### config.mk
export PLATFORM = sky130hd
export DESIGN_NAME = rsie_exec
export DESIGN_NICKNAME = d
export VERILOG_FILES = /design/src/hdl/simple_risc_instruction_executor_assert.svh /design/src/hdl/rsie_pkg.sv /design/src/hdl/rsie_exec.sv
export SDC_FILE = /design/constraint.sdc
export NUM_CORES = 2
export LEC_CHECK = 0
export ABC_AREA = 1
export BUFFER_PORTS_ARGS = -buffer_cell sky130_fd_sc_hd__buf_2
export CELL_PAD_IN_SITES_DETAIL_PLACEMENT = 0
export CELL_PAD_IN_SITES_GLOBAL_PLACEMENT = 2
export CORE_MARGIN = 1.5
export CORE_UTILIZATION = 25
export DETAILED_ROUTE_END_ITERATION = 10
export PLACE_DENSITY = 0.68
export SLEW_MARGIN = 20
export SYNTH_ARGS = -nofsm -noshare
export SYNTH_HDL_FRONTEND = slang
export SYNTH_SLANG_ARGS = --single-unit
### constraint.sdc
create_clock -name vclk -period 22.3
set_input_delay 3.345 -clock vclk [all_inputs]
set_output_delay 3.345 -clock vclk [all_outputs]
set_load 0.02 [all_outputs]
### src/hdl/simple_risc_instruction_executor_assert.svh
// assertion macros for the simple risc instruction executor
`ifndef SIMPLE_RISC_INSTRUCTION_EXECUTOR_ASSERT_SVH
`define SIMPLE_RISC_INSTRUCTION_EXECUTOR_ASSERT_SVH

// same-cycle implication, checked out of reset
`define RSIE_ASSERT_NOW(lbl, ante, cons, msg) \
    lbl: assert property (@(posedge clk) disable iff (!rst_n) (ante) |-> (cons)) else $error(msg);

// next-cycle implication, checked out of reset
`define RSIE_ASSERT_NEXT(lbl, ante, cons, msg) \
    lbl: assert property (@(posedge clk) disable iff (!rst_n) (ante) |=> (cons)) else $error(msg);

`endif

### src/hdl/rsie_pkg.sv
// shared types and constants for the simple risc instruction executor
`default_nettype none

package rsie_pkg;

    // instruction opcodes
    typedef enum logic [3:0] {
        OP_NOP   = 4'd0,
        OP_ADD   = 4'd1,
        OP_SUB   = 4'd2,
        OP_MUL   = 4'd3,
        OP_AND   = 4'd4,
        OP_OR    = 4'd5,
        OP_XOR   = 4'd6,
        OP_MOVC  = 4'd7,
        OP_STORE = 4'd8,
        OP_LOAD  = 4'd9,
        OP_BZ    = 4'd10,
        OP_BNZ   = 4'd11,
        OP_JUMP  = 4'd12,
        OP_HALT  = 4'd13
    } op_t;

    localparam int REG_IDX_W = 4;
    localparam int PC_W      = 16;
    localparam int DATA_W    = 32;

    localparam logic [PC_W-1:0] PC_STEP        = 16'd4;
    localparam logic [PC_W-1:0] START_PC_RESET = 16'd4000;

    // configuration register index
    localparam logic CFG_START_PC = 1'b0;

    // execute stage outcome for one instruction
    typedef struct packed {
        logic [PC_W-1:0]      npc;
        logic                 taken;
        logic                 halted;
        logic                 we;
        logic [REG_IDX_W-1:0] idx;
        logic [DATA_W-1:0]    val;
        logic                 fault;
        logic                 is_load;
        logic                 mem_en;
        logic                 mem_we;
        logic                 zf;
        logic [DATA_W-1:0]    mem_addr;
    } exec_result_t;

endpackage

`default_nettype wire

### src/hdl/rsie_exec.sv
// execute logic: alu, address check, branch resolution and next pc
`default_nettype none

module rsie_exec #(
    parameter int REG_COUNT  = 16,
    parameter int DATA_WORDS = 4096
) (
    input  wire rsie_pkg::op_t                  op,
    input  wire logic [rsie_pkg::REG_IDX_W-1:0] rd_idx,
    input  wire logic [15:0]                    literal,
    input  wire logic [rsie_pkg::DATA_W-1:0]    opnd_a,
    input  wire logic [rsie_pkg::DATA_W-1:0]    opnd_b,
    input  wire logic [rsie_pkg::PC_W-1:0]      pc,
    input  wire logic                           zf,
    input  wire logic                           halted,
    output rsie_pkg::exec_result_t              res
);
    import rsie_pkg::*;

    logic [DATA_W-1:0] imm;
    logic [DATA_W-1:0] sum;
    logic [DATA_W-1:0] diff;
    logic [DATA_W-1:0] prod;
    logic [DATA_W-1:0] addr_st;
    logic [DATA_W-1:0] addr_ld;
    logic              rd_in_range;
    logic              we_raw;

    assign imm         = {{16{literal[15]}}, literal};
    assign sum         = opnd_a + opnd_b;
    assign diff        = opnd_a - opnd_b;
    assign prod        = opnd_a * opnd_b;
    assign addr_st     = opnd_b + imm;
    assign addr_ld     = opnd_a + imm;
    assign rd_in_range = ({2'b00, rd_idx} < 6'(REG_COUNT));

    // decode and execute
    always_comb
    begin
        res          = '0;
        we_raw       = 1'b0;
        res.npc      = pc + PC_STEP;
        res.zf       = 1'b0;
        res.halted   = halted;
        res.idx      = rd_idx;
        if (halted)
        begin
            // ignored after halt: pc and flags hold
            res.npc = pc;
            res.zf  = zf;
        end
        else
        begin
            case (op)
                OP_ADD:
                begin
                    res.val = sum;
                    we_raw  = 1'b1;
                    res.zf  = (sum == '0);
                end
                OP_SUB:
                begin
                    res.val = diff;
                    we_raw  = 1'b1;
                    res.zf  = (diff == '0);
                end
                OP_MUL:
                begin
                    res.val = prod;
                    we_raw  = 1'b1;
                    res.zf  = (prod == '0);
                end
                OP_AND:
                begin
                    res.val = opnd_a & opnd_b;
                    we_raw  = 1'b1;
                end
                OP_OR:
                begin
                    res.val = opnd_a | opnd_b;
                    we_raw  = 1'b1;
                end
                OP_XOR:
                begin
                    res.val = opnd_a ^ opnd_b;
                    we_raw  = 1'b1;
                end
                OP_MOVC:
                begin
                    res.val = imm;
                    we_raw  = 1'b1;
                end
                OP_STORE:
                begin
                    res.mem_addr = addr_st;
                    res.fault    = (addr_st >= 32'(DATA_WORDS));
                    res.mem_en   = !res.fault;
                    res.mem_we   = 1'b1;
                end
                OP_LOAD:
                begin
                    res.mem_addr = addr_ld;
                    res.fault    = (addr_ld >= 32'(DATA_WORDS));
                    res.mem_en   = !res.fault;
                    res.is_load  = 1'b1;
                    we_raw       = 1'b1;
                end
                OP_BZ:
                begin
                    if (zf)
                    begin
                        res.taken = 1'b1;
                        res.npc   = pc + literal;
                    end
                end
                OP_BNZ:
                begin
                    if (!zf)
                    begin
                        res.taken = 1'b1;
                        res.npc   = pc + literal;
                    end
                end
                OP_JUMP:
                begin
                    res.taken = 1'b1;
                    res.npc   = opnd_a[PC_W-1:0] + literal;
                end
                OP_HALT:
                begin
                    res.halted = 1'b1;
                end
                default:
                begin
                    res.val = '0;
                end
            endcase
        end

        // drop writes to registers that do not exist
        res.we = we_raw && rd_in_range;
        if (!res.we)
        begin
            res.val     = '0;
            res.idx     = '0;
            res.is_load = 1'b0;
        end
    end

endmodule

`default_nettype wire

==> metrics.yaml <==
routing:
  antenna_violating_nets_post_route: 0
  drt-vias-per-instance: 4.700
  routed_wl_um: 120800
  vias: 26980
  dr.pass1.iters: 5
  drt_iter0_drc: 1506
  wl_per_cell_um: 21.04
  drc: 0
timing:
  drv_slew: 0
  hold_viol_final: 0
  rsz0062_at_grt: "no"
  relSlewSlack_pct: 28.44
  min_period_over_period_pct: 65.79
  tightest_slew_ps: 1065
  finalCriticalPeriod_ps: 14670
  setup_violations: 0
  max_freq_ghz: 0.06816
  timing.setup.tns_ps: 0
  timing.hold.ws_ps: 7003
finish:
  fin_nets: 5069
  regArea_um2: 0
  fin_cells: 5740
  flops_and_latches: 0
  fillers: 12560
  multi_input_area_um2: 23280
  clock_buffers: 0
  layout_commonest_cell: "nand2_1"
  fin_util_pct: 27.41
  n_antenna_cell: 0
  final_layout_size_suffix_gt1_share_pct: 7.408
  syn2layout_area_growth_pct: 8.900
  final_cell_mix: "nand2_1, inv_1, fa_1"
setup_path:
  crit_slowest_cell: "buf_2"
  crit_top_cell: "fa_1"
  required_ps: 18950
  critPathArrivalTime_ps: 11330
  path_class: "in2out"
  cpPeakStageDelay_ps: 620
  worst_setup_path_end_kind: "output port"
  crit_path_cell_trace: "buf_2 -> ha_1 -> fa_1 -> inv_1 -> fa_1 -> fa_1 -> inv_1 -> fa_1 -> fa_1 -> fa_1 -> fa_1 -> fa_1 -> ha_1 -> a21o_1 -> a221oi_1 -> o221ai_1 -> a21oi_1 -> nand2_1 -> xnor2_1 -> o21ai_0 -> o31ai_1 -> inv_1 -> buf_2"
  cp-start-kind: "input port"
  cp_max_fo: 23
job:
  maxCapViolations: 0
floorplan:
  fp-row-count: 122
  fp.dieH_um: 336.3
  fp.dieW_um: 336.3
  core_area_um2: 110400
  die_area_um2: 113100
  start_util_pct: 25.17
  io_pins: 198
logic_synthesis:
  synth-xor-area-share_pct: 5.319
  postSynthAreaPerCell_um2: 6.658
  yosysWarningCount: 0
  synth_area_leader_cell: "fa_1"
  synthSimpleGateAreaFrac_pct: 23.15
  synth_nets: 4987
  synth_area_leaders: "fa_1, nand2_1, inv_1, ha_1, xor2_1"
  syn_area_um2: 27780
  muxShareOfSynthArea_pct: 0
  synthCells: 4172
  synth-compound-area-share_pct: 12.20
  synthAdderAreaFrac_pct: 43.10
  seq_area_frac_synth_pct: 0
  ys_types: 64
  synth_top_area_share_pct: 29.76
  synth_top_family_by_area: "adder cells"
global_route:
  antenna_found_initial: 6
  track_usage_pct: 21.45
  gr-total-overflow: 0
  grt_pass1_wl_um: 181800
  grt_pass1_vias: 28540
  grt_max_degree: 40
clock_network:
  post-cts-setup-buffers: 0
  hold_buffers: 0
  post_cts.resized_instances: 0
status:
  status: "completed"
place:
  hpwl_um: 95640
  io_buffers: 198
  dp_cells: 5740
  place.gp.congestion: 0.9146
hold_path:
  hp-class: "in2out"
[routing by layer]
layer	global-route usage [%]	wire length, µm	part of all wire [%]
met1	28.76	55280	46
met2	37.18	57370	48
met3	1.499	4459	3.7
met4	5.372	3606	3.0
met5	0	52	0.043
[worst paths after layout]
path  depth (start not counted)       start       to  slack, ps
max                          23  opnd_b[11]  res[67]       7630
min                           4   rd_idx[0]  res[69]       7000
[worst max-delay path: cells and delay by family]
kind	cells	cell delay (ps)
compound gates	6	1610
xor+xnor	1	440
fa+ha+maj	10	4740
buf+inv	5	1050
simple gates	1	110
[cell families after synthesis]
kind of cell | Yosys count
and+or+nand+nor | 1582
xor gates and xnor gates | 167
adders and majority gates | 709
AOI/OAI and AO/OA | 545
buffers and inverters | 1169
[per-stage QoR]
step | worst slack, ps | area (µm²)
after detailed placement | 7642 | 30250
after global placement | 7645 | 30250
after floorplan | 9083 | 27780
final | 7628 | 30250
after global routing | 7370 | 30250
after CTS | 7619 | 30250
[Yosys cell counts (21+ instances only)]
cell / instances
nand3_1: 122
nand2_2: 22
a21oi_1: 196
xnor2_1: 48
o21ai_0: 137
nand2_1: 1071
inv_1: 1000
buf_2: 31
o22ai_1: 21
fa_1: 413
ha_1: 296
clkbuf_1: 104
xor2_1: 117
nor2_1: 257
nand4_1: 44
o2111ai_1: 22
nor3_1: 31
[cell type report]
| cell class | instances | share of cell area [%] |
|---|---|---|
| timing repair buffer | 244 | 4.417 |
| inverter | 1005 | 12.47 |
| multi-input combinational | 3003 | 76.96 |
| tap | 1488 | 6.154 |
Power is not shown: default switching activity piles up to over one toggle a cycle in this logic, so the estimate is an artifact.
