## config.mk

```make
export PLATFORM = sky130hd
export DESIGN_NAME = rsie_regfile
export DESIGN_NICKNAME = d
export VERILOG_FILES = /design/src/hdl/simple_risc_instruction_executor_assert.svh /design/src/hdl/rsie_pkg.sv /design/src/hdl/rsie_regfile.sv
export SDC_FILE = /design/constraint.sdc
export NUM_CORES = 1
export LEC_CHECK = 0
export BUFFER_PORTS_ARGS = -buffer_cell sky130_fd_sc_hd__buf_2
export CORE_ASPECT_RATIO = 0.8
export CORE_MARGIN = 1
export CORE_UTILIZATION = 39
export CTS_BUF_LIST = sky130_fd_sc_hd__clkbuf_8 sky130_fd_sc_hd__clkbuf_16
export DETAILED_ROUTE_END_ITERATION = 16
export SKIP_LAST_GASP = 1
export SLEW_MARGIN = 5
export SYNTH_ARGS = -nofsm -noshare
export SYNTH_HDL_FRONTEND = slang
export SYNTH_SLANG_ARGS = --single-unit
```

## constraint.sdc

```tcl
create_clock -name clk -period 3.5 [get_ports clk]
set_input_delay 0.875 -clock clk [delete_from_list [all_inputs] [get_ports clk]]
set_output_delay 0.875 -clock clk [all_outputs]
set_load 0.05 [all_outputs]
```

## src/hdl/simple_risc_instruction_executor_assert.svh

```systemverilog
// assertion macros for the simple risc instruction executor
`ifndef SIMPLE_RISC_INSTRUCTION_EXECUTOR_ASSERT_SVH
`define SIMPLE_RISC_INSTRUCTION_EXECUTOR_ASSERT_SVH

// same-cycle implication, checked out of reset
`define RSIE_ASSERT_NOW(lbl, ante, cons, msg) \
    lbl: assert property (@(posedge clk) disable iff (!rst_n) (ante) |-> (cons)) else $error(msg);

// next-cycle implication, checked out of reset
`define RSIE_ASSERT_NEXT(lbl, ante, cons, msg) \
    lbl: assert property (@(posedge clk) disable iff (!rst_n) (ante) |=> (cons)) else $error(msg);

`endif

```

## src/hdl/rsie_pkg.sv

```systemverilog
// shared types and constants for the simple risc instruction executor
`default_nettype none

package rsie_pkg;

    // instruction opcodes
    typedef enum logic [3:0] {
        OP_NOP   = 4'd0,
        OP_ADD   = 4'd1,
        OP_SUB   = 4'd2,
        OP_MUL   = 4'd3,
        OP_AND   = 4'd4,
        OP_OR    = 4'd5,
        OP_XOR   = 4'd6,
        OP_MOVC  = 4'd7,
        OP_STORE = 4'd8,
        OP_LOAD  = 4'd9,
        OP_BZ    = 4'd10,
        OP_BNZ   = 4'd11,
        OP_JUMP  = 4'd12,
        OP_HALT  = 4'd13
    } op_t;

    localparam int REG_IDX_W = 4;
    localparam int PC_W      = 16;
    localparam int DATA_W    = 32;

    localparam logic [PC_W-1:0] PC_STEP        = 16'd4;
    localparam logic [PC_W-1:0] START_PC_RESET = 16'd4000;

    // configuration register index
    localparam logic CFG_START_PC = 1'b0;

    // execute stage outcome for one instruction
    typedef struct packed {
        logic [PC_W-1:0]      npc;
        logic                 taken;
        logic                 halted;
        logic                 we;
        logic [REG_IDX_W-1:0] idx;
        logic [DATA_W-1:0]    val;
        logic                 fault;
        logic                 is_load;
        logic                 mem_en;
        logic                 mem_we;
        logic                 zf;
        logic [DATA_W-1:0]    mem_addr;
    } exec_result_t;

endpackage

`default_nettype wire

```

## src/hdl/rsie_regfile.sv

```systemverilog
// register file: synchronous two-port read, one write, valid bits for reset-to-zero
`default_nettype none

module rsie_regfile #(
    parameter int REG_COUNT = 16
) (
    input  wire logic                           clk,
    input  wire logic                           rst_n,
    input  wire logic                           rd_en,
    input  wire logic [rsie_pkg::REG_IDX_W-1:0] rd_idx_a,
    input  wire logic [rsie_pkg::REG_IDX_W-1:0] rd_idx_b,
    input  wire logic                           wr_en,
    input  wire logic [rsie_pkg::REG_IDX_W-1:0] wr_idx,
    input  wire logic [rsie_pkg::DATA_W-1:0]    wr_data,
    output logic      [rsie_pkg::DATA_W-1:0]    rd_data_a,
    output logic      [rsie_pkg::DATA_W-1:0]    rd_data_b
);
    import rsie_pkg::*;

    localparam int RIDX = (REG_COUNT > 1) ? $clog2(REG_COUNT) : 1;

    logic [DATA_W-1:0]    rf_mem [REG_COUNT];
    logic [REG_COUNT-1:0] valid_reg;
    logic [DATA_W-1:0]    data_a_reg;
    logic [DATA_W-1:0]    data_b_reg;
    logic [DATA_W-1:0]    byp_data_reg;
    logic                 a_ok_reg;
    logic                 b_ok_reg;
    logic                 a_byp_reg;
    logic                 b_byp_reg;

    logic [RIDX-1:0] addr_a;
    logic [RIDX-1:0] addr_b;
    logic [RIDX-1:0] addr_w;
    logic            in_range_a;
    logic            in_range_b;

    assign addr_a     = RIDX'(rd_idx_a);
    assign addr_b     = RIDX'(rd_idx_b);
    assign addr_w     = RIDX'(wr_idx);
    assign in_range_a = ({2'b00, rd_idx_a} < 6'(REG_COUNT));
    assign in_range_b = ({2'b00, rd_idx_b} < 6'(REG_COUNT));

    // storage array and raw read data
    always_ff @(posedge clk)
    begin
        if (wr_en)
        begin
            rf_mem[addr_w] <= wr_data;
        end
        if (rd_en)
        begin
            data_a_reg   <= rf_mem[addr_a];
            data_b_reg   <= rf_mem[addr_b];
            byp_data_reg <= wr_data;
        end
    end

    // written-since-reset bits
    always_ff @(posedge clk or negedge rst_n)
    begin
        if (!rst_n)
        begin
            valid_reg <= '0;
        end
        else if (wr_en)
        begin
            valid_reg[addr_w] <= 1'b1;
        end
    end

    // read qualifiers, including write-through for a same-edge write
    always_ff @(posedge clk or negedge rst_n)
    begin
        if (!rst_n)
        begin
            a_ok_reg  <= 1'b0;
            b_ok_reg  <= 1'b0;
            a_byp_reg <= 1'b0;
            b_byp_reg <= 1'b0;
        end
        else if (rd_en)
        begin
            a_ok_reg  <= in_range_a && valid_reg[addr_a];
            b_ok_reg  <= in_range_b && valid_reg[addr_b];
            a_byp_reg <= wr_en && (wr_idx == rd_idx_a);
            b_byp_reg <= wr_en && (wr_idx == rd_idx_b);
        end
    end

    // read result
    assign rd_data_a = a_byp_reg ? byp_data_reg : (a_ok_reg ? data_a_reg : '0);
    assign rd_data_b = b_byp_reg ? byp_data_reg : (b_ok_reg ? data_b_reg : '0);

endmodule

`default_nettype wire

```

==> key figures, run 1 <==
Layout
  • Number of flip-flops under the largest register name: 512
  • Fraction of final layout cells sized beyond drive strength 1: 45.6%
  • Most used cells in the layout excluding fill and tap cells: sky130_fd_sc_hd__edfxtp_1, sky130_fd_sc_hd__mux4_2, sky130_fd_sc_hd__buf_2, sky130_fd_sc_hd__clkbuf_16, sky130_fd_sc_hd__a22o_1
  • Layout filler cell count: 5809
  • Register area: 18800 um^2
  • Area overhead of the layout relative to synthesis: 15.5%
  • Count of nets after finishing: 1379
  • Most common library cell in the layout ignoring fill and taps: sky130_fd_sc_hd__edfxtp_1
  • Multi-input gate area: 8510 um^2
  • Largest Register: rf_mem

CTS
  • Post-CTS Repair Setup Buffers: 0
  • Clock-pin slew on the worst setup and hold paths: 0.06 ns
  • Number of clock sinks seen by CTS: 628
  • CTS tree: done
  • Inserted Clock Buffers: 66
  • Htree depth: 3
  • CTS Hold Buffers Added: 0
  • Cell chosen for the clock root: sky130_fd_sc_hd__clkbuf_16
  • Maximum buffer depth of the clock tree: 3
  • Clock insertion delay at the later pin of the skew report: 0.60 ns
  • CTS resizes: 0

Detailed routing
  • Routed length per placed instance: 30.8 um
  • DRC violations left: 0
  • Detailed-route vias per instance: 6.02
  • Iteration count of the initial detailed-routing pass: 5
  • Detailed-route wire length: 71.0 mm
  • Number of nets with antenna violations after routing: 0
  • Violation count after the first detailed-route iteration: 1287
  • Count of vias placed by the detailed router: 13900

Place
  • DP Wirelength: 39.4 mm
  • Count of input and output buffers: 111
  • Worst setup slack before clock tree synthesis: 0.572 ns
  • Final weighted congestion of routability-driven global placement: 0.736

STA
  • Post-Route Skew: 0.0160 ns
  • Min Clock Period, post-route: 3.25 ns
  • Final critical-path share of the clock period: 93.0%
  • Max-slew violation count: 0
  • Maximum frequency from static timing analysis: 307 MHz
  • Final setup viols: 0
  • RSZ-0062 raised after global routing: no
  • Min setup slack post-route: 0.246 ns
  • Number of hold violations in the final report: 0
  • Worst slew pin tran: 0.613 ns
  • Worst relative slew slack: 59.2%

Yosys
  • Compound-gate portion of the synthesized area: 2.06%
  • Net count of the mapped netlist: 1228
  • Synthesized netlist cell count: 1180
  • Cell variety after synth: 27
  • Adder-cell share of the synthesized area: 0%
  • Post-synthesis sequential area ratio: 67.8%
  • XOR/XNOR Fraction of Synth Area: 0.253%
  • Yosys warning total: 0
  • Post-synthesis instance area: 27700 um^2
  • Simple-gate share of the synthesized area: 0.908%
  • Fraction of synthesized area in multiplexers: 27.0%
  • Dominant combinational cell family by area after synthesis: multiplexers
  • Number of storage elements in the synthesis netlist: 628
  • Syn_area_per_cell: 23.5 um^2

Setup path
  • Slowest stage delay, CP: 0.75 ns
  • WP data required: 2.62 ns
  • CP cell instances: buf_4 > a22o_1 > buf_2
  • Data arrival time of the critical path: 2.38 ns
  • Worst-path cell with the longest stage delay: sky130_fd_sc_hd__dfrtp_2
  • Maximum fanout along the worst path: 20
  • Critical path startpoint category: flip-flop
  • Crit path capture type: output port
  • Type of the worst setup path: flip-flop to output port

Power
  • Share of total power consumed by net switching: 25.1%
  • Cell leakage power: 10.4 nW
  • Switch Pwr: 4.49 mW
  • Register share of total power: 48.5%
  • Internal power consumption: 13.4 mW
  • Power per cell area: 559 nW/um^2
  • Combinational share of power: 13.1%
  • Worst supply voltage drop on vdd: 0.393 mV
  • Total power consumption of the routed design: 17.9 mW
  • Part of the power in the clock network: 38.4%

Worst hold path
  • Class of the tightest hold or removal check: input port to async pin

Floorplanning
  • Initial cell density of the core: 39.8%
  • Die Height: 240 um
  • Placeable core area: 69500 um^2
  • DIE WIDTH: 300 um
  • Cell row count: 86
  • Overall die area: 72100 um^2
  • Top Ports: 112

GRT
  • Global Route Usage Sum: 20.2%
  • Pin count of the biggest net entering global routing: 58
  • Number of global-route vias before repair: 14700
  • Wire length of the first global-routing pass: 103 mm
  • Total congestion overflow: 0
  • Number of antenna violations at the first check in global routing: 3

Job
  • Number of max-cap violations: 0

Outcome
  • Status: complete, no violations
[final cells by class]
| class | count | area share (%) |
|---|---|---|
| antenna | 1 | 0.00782 |
| clock buffer | 72 | 5.49 |
| clock inverter | 43 | 1.11 |
| inverter | 2 | 0.0235 |
| multi-input combinational | 458 | 26.6 |
| sequential | 628 | 58.7 |
| tap | 924 | 3.61 |
| timing repair buffer | 175 | 4.49 |
[metal layers]
metal,share of wire (%),global-route usage (%),vias to the layer above,wire (um)
met5,0.045,0,-,32
met2,49,32.7,515,34600
met4,2.1,5.49,4,1520
met1,43,28.4,7639,30500
met3,6.0,3.57,107,4260
li1,-,-,5596,-
[through the flow]
stage / cells / util (%) / TNS [ns] / hold WS (ns) / area, um^2
2_1_floorplan: 1180 / - / -33.75 / 0.452 / 27700
3_3_place_gp: 2187 / 43.0 / 0 / 0.465 / 29900
3_5_place_dp: 2187 / 43.0 / 0 / 0.476 / 29900
4_1_cts: 2302 / 46.0 / 0 / 0.197 / 32000
5_1_grt: 2302 / 46.0 / 0 / 0.219 / 32000
6_report: 2303 / 46.0 / 0 / 0.216 / 32000
[worst max-delay path, delay by kind of cell, from the launching register on]
kind / cells / cell delay (ns)
buf+inv: 2 / 0.74
compound gates: 1 / 0.25
flops: 1 / 0.75
[cells in the mapped netlist]
master | instances | area share (%)
sky130_fd_sc_hd__a22o_1 | 62 | 2.0
sky130_fd_sc_hd__buf_1 | 14 | 0.19
sky130_fd_sc_hd__buf_12 | 2 | 0.14
sky130_fd_sc_hd__buf_2 | 19 | 0.34
sky130_fd_sc_hd__buf_6 | 14 | 0.57
sky130_fd_sc_hd__buf_8 | 3 | 0.16
sky130_fd_sc_hd__clkbuf_1 | 40 | 0.54
sky130_fd_sc_hd__dfrtp_1 | 20 | 1.8
sky130_fd_sc_hd__edfxtp_1 | 608 | 66
sky130_fd_sc_hd__inv_1 | 2 | 0.027
sky130_fd_sc_hd__mux2_2 | 2 | 0.081
sky130_fd_sc_hd__mux2i_1 | 6 | 0.22
sky130_fd_sc_hd__mux4_1 | 5 | 0.47
sky130_fd_sc_hd__mux4_2 | 323 | 26
sky130_fd_sc_hd__nand2_1 | 6 | 0.081
sky130_fd_sc_hd__nand2b_1 | 2 | 0.045
sky130_fd_sc_hd__nand3_1 | 3 | 0.054
sky130_fd_sc_hd__nand3b_1 | 2 | 0.054
sky130_fd_sc_hd__nor2_1 | 12 | 0.16
sky130_fd_sc_hd__nor2b_1 | 2 | 0.045
sky130_fd_sc_hd__nor3_1 | 4 | 0.072
sky130_fd_sc_hd__o21ai_0 | 2 | 0.036
sky130_fd_sc_hd__o32ai_1 | 2 | 0.063
sky130_fd_sc_hd__or2_2 | 16 | 0.36
sky130_fd_sc_hd__or3b_2 | 1 | 0.032
sky130_fd_sc_hd__xnor2_1 | 6 | 0.19
sky130_fd_sc_hd__xor2_1 | 2 | 0.063
[cell families after synthesis]
logic type,count (synthesis)
multiplexers,336
XOR/XNOR,8
buffers and inverters,94
flip-flops,628
AO/OA/AOI/OAI,66
AND/OR/NAND/NOR,48
[power by group through the flow]
stage,registers [mW],clock network [mW],logic [mW]
after floorplan,8.77,0,1.64
after global placement,8.82,0,2.36
after detailed placement,8.83,0,2.38
after CTS,8.67,7.00,2.38
after global routing,8.70,7.29,2.46
final,8.68,6.87,2.34
[path summary, 6_finish.rpt]
check | start | end | slack [ns] | depth (start not counted)
setup / recovery | b_byp_reg$_DFFE_PN0P_ | rd_data_b[2] | 0.25 | 3
hold / removal | rst_n | valid_reg[14]$_DFFE_PN0P_ | 0.22 | 1
setup reg to reg | b_byp_reg$_DFFE_PN0P_ | b_byp_reg$_DFFE_PN0P_ | 1.73 | 3
hold reg to reg | valid_reg[1]$_DFFE_PN0P_ | valid_reg[1]$_DFFE_PN0P_ | 0.49 | 1
max in group asynchronous | rst_n | a_byp_reg$_DFFE_PN0P_ | 2.91 | 1
min in group clk | valid_reg[1]$_DFFE_PN0P_ | valid_reg[1]$_DFFE_PN0P_ | 0.49 | 1
No activity file was read; power rests on OpenSTA's default activity.
==> inputs of run 2 (changes only) <==
==> constraint.sdc (replaced) <==
create_clock -name clk -period 3.4 [get_ports clk]
set_input_delay 0.85 -clock clk [delete_from_list [all_inputs] [get_ports clk]]
set_output_delay 0.85 -clock clk [all_outputs]
set_load 0.05 [all_outputs]
==> run 2 against run 1 <==
Compared with the run above: clock skew increased by 0.0083 ns; first-iteration DRC count decreased by 2.6%; sequential power increased by 2.8%; wire length increased by 0.28%; worst setup slack better by 0.022 ns.
==> key figures, run 2 (synthesized netlist as in run 1, its figures left out) <==
Outcome
  • Status: complete, no violations

CTS
  • Number of clock sinks seen by CTS: 628
  • CTS resizes: 0
  • Maximum buffer depth of the clock tree: 3
  • Cell chosen for the clock root: sky130_fd_sc_hd__clkbuf_16
  • CTS tree: done
  • CTS Hold Buffers Added: 0
  • Clock-pin slew on the worst setup and hold paths: 0.06 ns
  • Post-CTS Repair Setup Buffers: 0
  • Clock insertion delay at the later pin of the skew report: 0.63 ns
  • Htree depth: 2
  • Inserted Clock Buffers: 60

Setup path
  • Critical path startpoint category: flip-flop
  • Maximum fanout along the worst path: 16
  • Endpoint of the worst-slack reg-to-reg timing path: data_a_reg[15]$_DFFE_PP_
  • Register-to-register path setup slack: 1.74 ns
  • WP data required: 2.55 ns
  • Worst Reg-to-Reg Cells: 2
  • Reg-to-reg critical path startpoint: rf_mem[15][15]$_DFFE_PP_
  • Type of the worst setup path: flip-flop to output port
  • Launch point of the critical path: a_ok_reg$_DFFE_PN0P_
  • CP cell instances: nor2b_4 > buf_12 > a22o_1 > buf_2
  • Worst-path cell with the longest stage delay: sky130_fd_sc_hd__nor2b_4
  • Crit path capture type: output port
  • Slowest stage delay, CP: 0.44 ns
  • Data arrival time of the critical path: 2.28 ns
  • Capture point of the critical path: rd_data_a[4]

GRT
  • Total congestion overflow: 0
  • Pin count of the biggest net entering global routing: 45
  • Wire length of the first global-routing pass: 103 mm
  • Global Route Usage Sum: 20.2%
  • Number of global-route vias before repair: 14700
  • Number of antenna violations at the first check in global routing: 4

Place
  • Post-Place Cell Area: 30100 um^2
  • Count of input and output buffers: 111
  • Cell count after placement: 2201
  • Final weighted congestion of routability-driven global placement: 0.746
  • DP Wirelength: 39.2 mm

Layout
  • Most used cells in the layout excluding fill and tap cells: sky130_fd_sc_hd__edfxtp_1, sky130_fd_sc_hd__mux4_2, sky130_fd_sc_hd__buf_2, sky130_fd_sc_hd__a22o_1, sky130_fd_sc_hd__clkbuf_16
  • Number of flip-flops under the largest register name: 512
  • Final instance area: 32000 um^2
  • Area overhead of the layout relative to synthesis: 15.5%
  • Most common library cell in the layout ignoring fill and taps: sky130_fd_sc_hd__edfxtp_1
  • Fraction of final layout cells sized beyond drive strength 1: 45.9%
  • Count of nets after finishing: 1387
  • Post-route insts no fill: 2314
  • Layout filler cell count: 5774
  • Largest Register: rf_mem

STA
  • Max-slew violation count: 0
  • Worst slew pin tran: 0.677 ns
  • Final setup viols: 0
  • Maximum frequency from static timing analysis: 319 MHz
  • Worst relative slew slack: 54.9%
  • Setup TNS after final layout: 0 ns
  • Number of hold violations in the final report: 0
  • RSZ-0062 raised after global routing: no
  • Min Clock Period, post-route: 3.13 ns
  • Post-Route Skew: 0.0243 ns
  • Final critical-path share of the clock period: 92.1%

Detailed routing
  • Violation count after the first detailed-route iteration: 1253
  • Detailed-route vias per instance: 5.97
  • Routed length per placed instance: 30.7 um
  • Detailed-route wire length: 71.1 mm
  • DRC violations left: 0
  • Number of nets with antenna violations after routing: 0
  • Iteration count of the initial detailed-routing pass: 7
  • Count of vias placed by the detailed router: 13800

Power
  • Cell leakage power: 10.4 nW
  • Switch Pwr: 4.49 mW
  • Share of total power consumed by net switching: 25.1%
  • Combinational share of power: 13.8%
  • Worst supply voltage drop on vdd: 0.361 mV
  • Power per cell area: 560 nW/um^2
  • Total power consumption of the routed design: 17.9 mW
  • Internal power consumption: 13.4 mW
  • Part of the power in the clock network: 36.4%
  • Register share of total power: 49.8%

Floorplanning
  • Die Height: 240 um
  • Initial cell density of the core: 39.8%
  • Cell row count: 86
  • Placeable core area: 69500 um^2
  • Overall die area: 72100 um^2
  • Top Ports: 112
  • DIE WIDTH: 300 um

Job
  • Number of max-cap violations: 0

Worst hold path
  • Class of the tightest hold or removal check: input port to async pin
[run 2: cell types whose count changed in the layout (fill, tap and decap cells not counted), moves of 4 or more]
| cell | change |
|---|---|
| sky130_fd_sc_hd__buf_12 | +6 |
| sky130_fd_sc_hd__clkbuf_8 | +4 |
| sky130_fd_sc_hd__clkbuf_16 | -7 |
| sky130_fd_sc_hd__clkinv_1 | +4 |
| sky130_fd_sc_hd__buf_4 | +8 |
[run 2: final cells by class]
cell class | instances | area (um^2) | share of cell area (%)
Clock buffer | 69 | 1640 | 5.12
Inverter | 2 | 7.51 | 0.0235
Sequential cell | 628 | 18800 | 58.7
Tap cell | 924 | 1160 | 3.61
Clock inverter | 43 | 295 | 0.923
Multi-Input combinational cell | 458 | 8510 | 26.6
Timing Repair Buffer | 189 | 1620 | 5.05
Antenna cell | 1 | 2.50 | 0.00782
[run 2: critical path: cells and delay by family (launching register included)]
| family | cells | cell delay [ns] |
|---|---|---|
| buf+inv | 2 | 0.56 |
| flops | 1 | 0.38 |
| compound gates | 1 | 0.26 |
| simple gates | 1 | 0.44 |
[run 2: power groups by stage]
stage	Combinational, mW	Sequential, mW	Clock, mW
final	2.47	8.92	6.53
after global routing	2.60	8.94	6.93
after floorplan	1.69	9.03	0
after global placement	2.49	9.07	0
after CTS	2.52	8.92	6.67
after detailed placement	2.51	9.08	0
[run 2: worst min-delay path by stage]
stage,endpoint,slack [ns]
after global routing,valid_reg[10]$_DFFE_PN0P_,0.19
final,valid_reg[10]$_DFFE_PN0P_,0.18
after CTS,valid_reg[10]$_DFFE_PN0P_,0.16
after detailed placement,valid_reg[7]$_DFFE_PN0P_,0.47
after global placement,valid_reg[9]$_DFFE_PN0P_,0.47
after floorplan,valid_reg[12]$_DFFE_PN0P_,0.45
[run 2: metal layers]
metal / global-route usage (%) / share of wire, % / up-vias / routed length [um]
met3: 2.93 / 5.7 / 102 / 4060
met5: 0 / 0.065 / - / 46
li1: - / - / 5606 / -
met4: 4.76 / 1.9 / 8 / 1340
met1: 27.5 / 42 / 7573 / 29600
met2: 34.4 / 51 / 535 / 36100
[run 2: stage by stage]
stage	setup WS [ns]	util (%)	hold slack [ns]
2_1_floorplan	-0.417	-	0.452
5_1_grt	0.190	46.0	0.193
3_5_place_dp	0.500	43.2	0.471
6_report	0.267	46.0	0.185
4_1_cts	0.237	46.0	0.163
3_3_place_gp	0.503	43.2	0.468
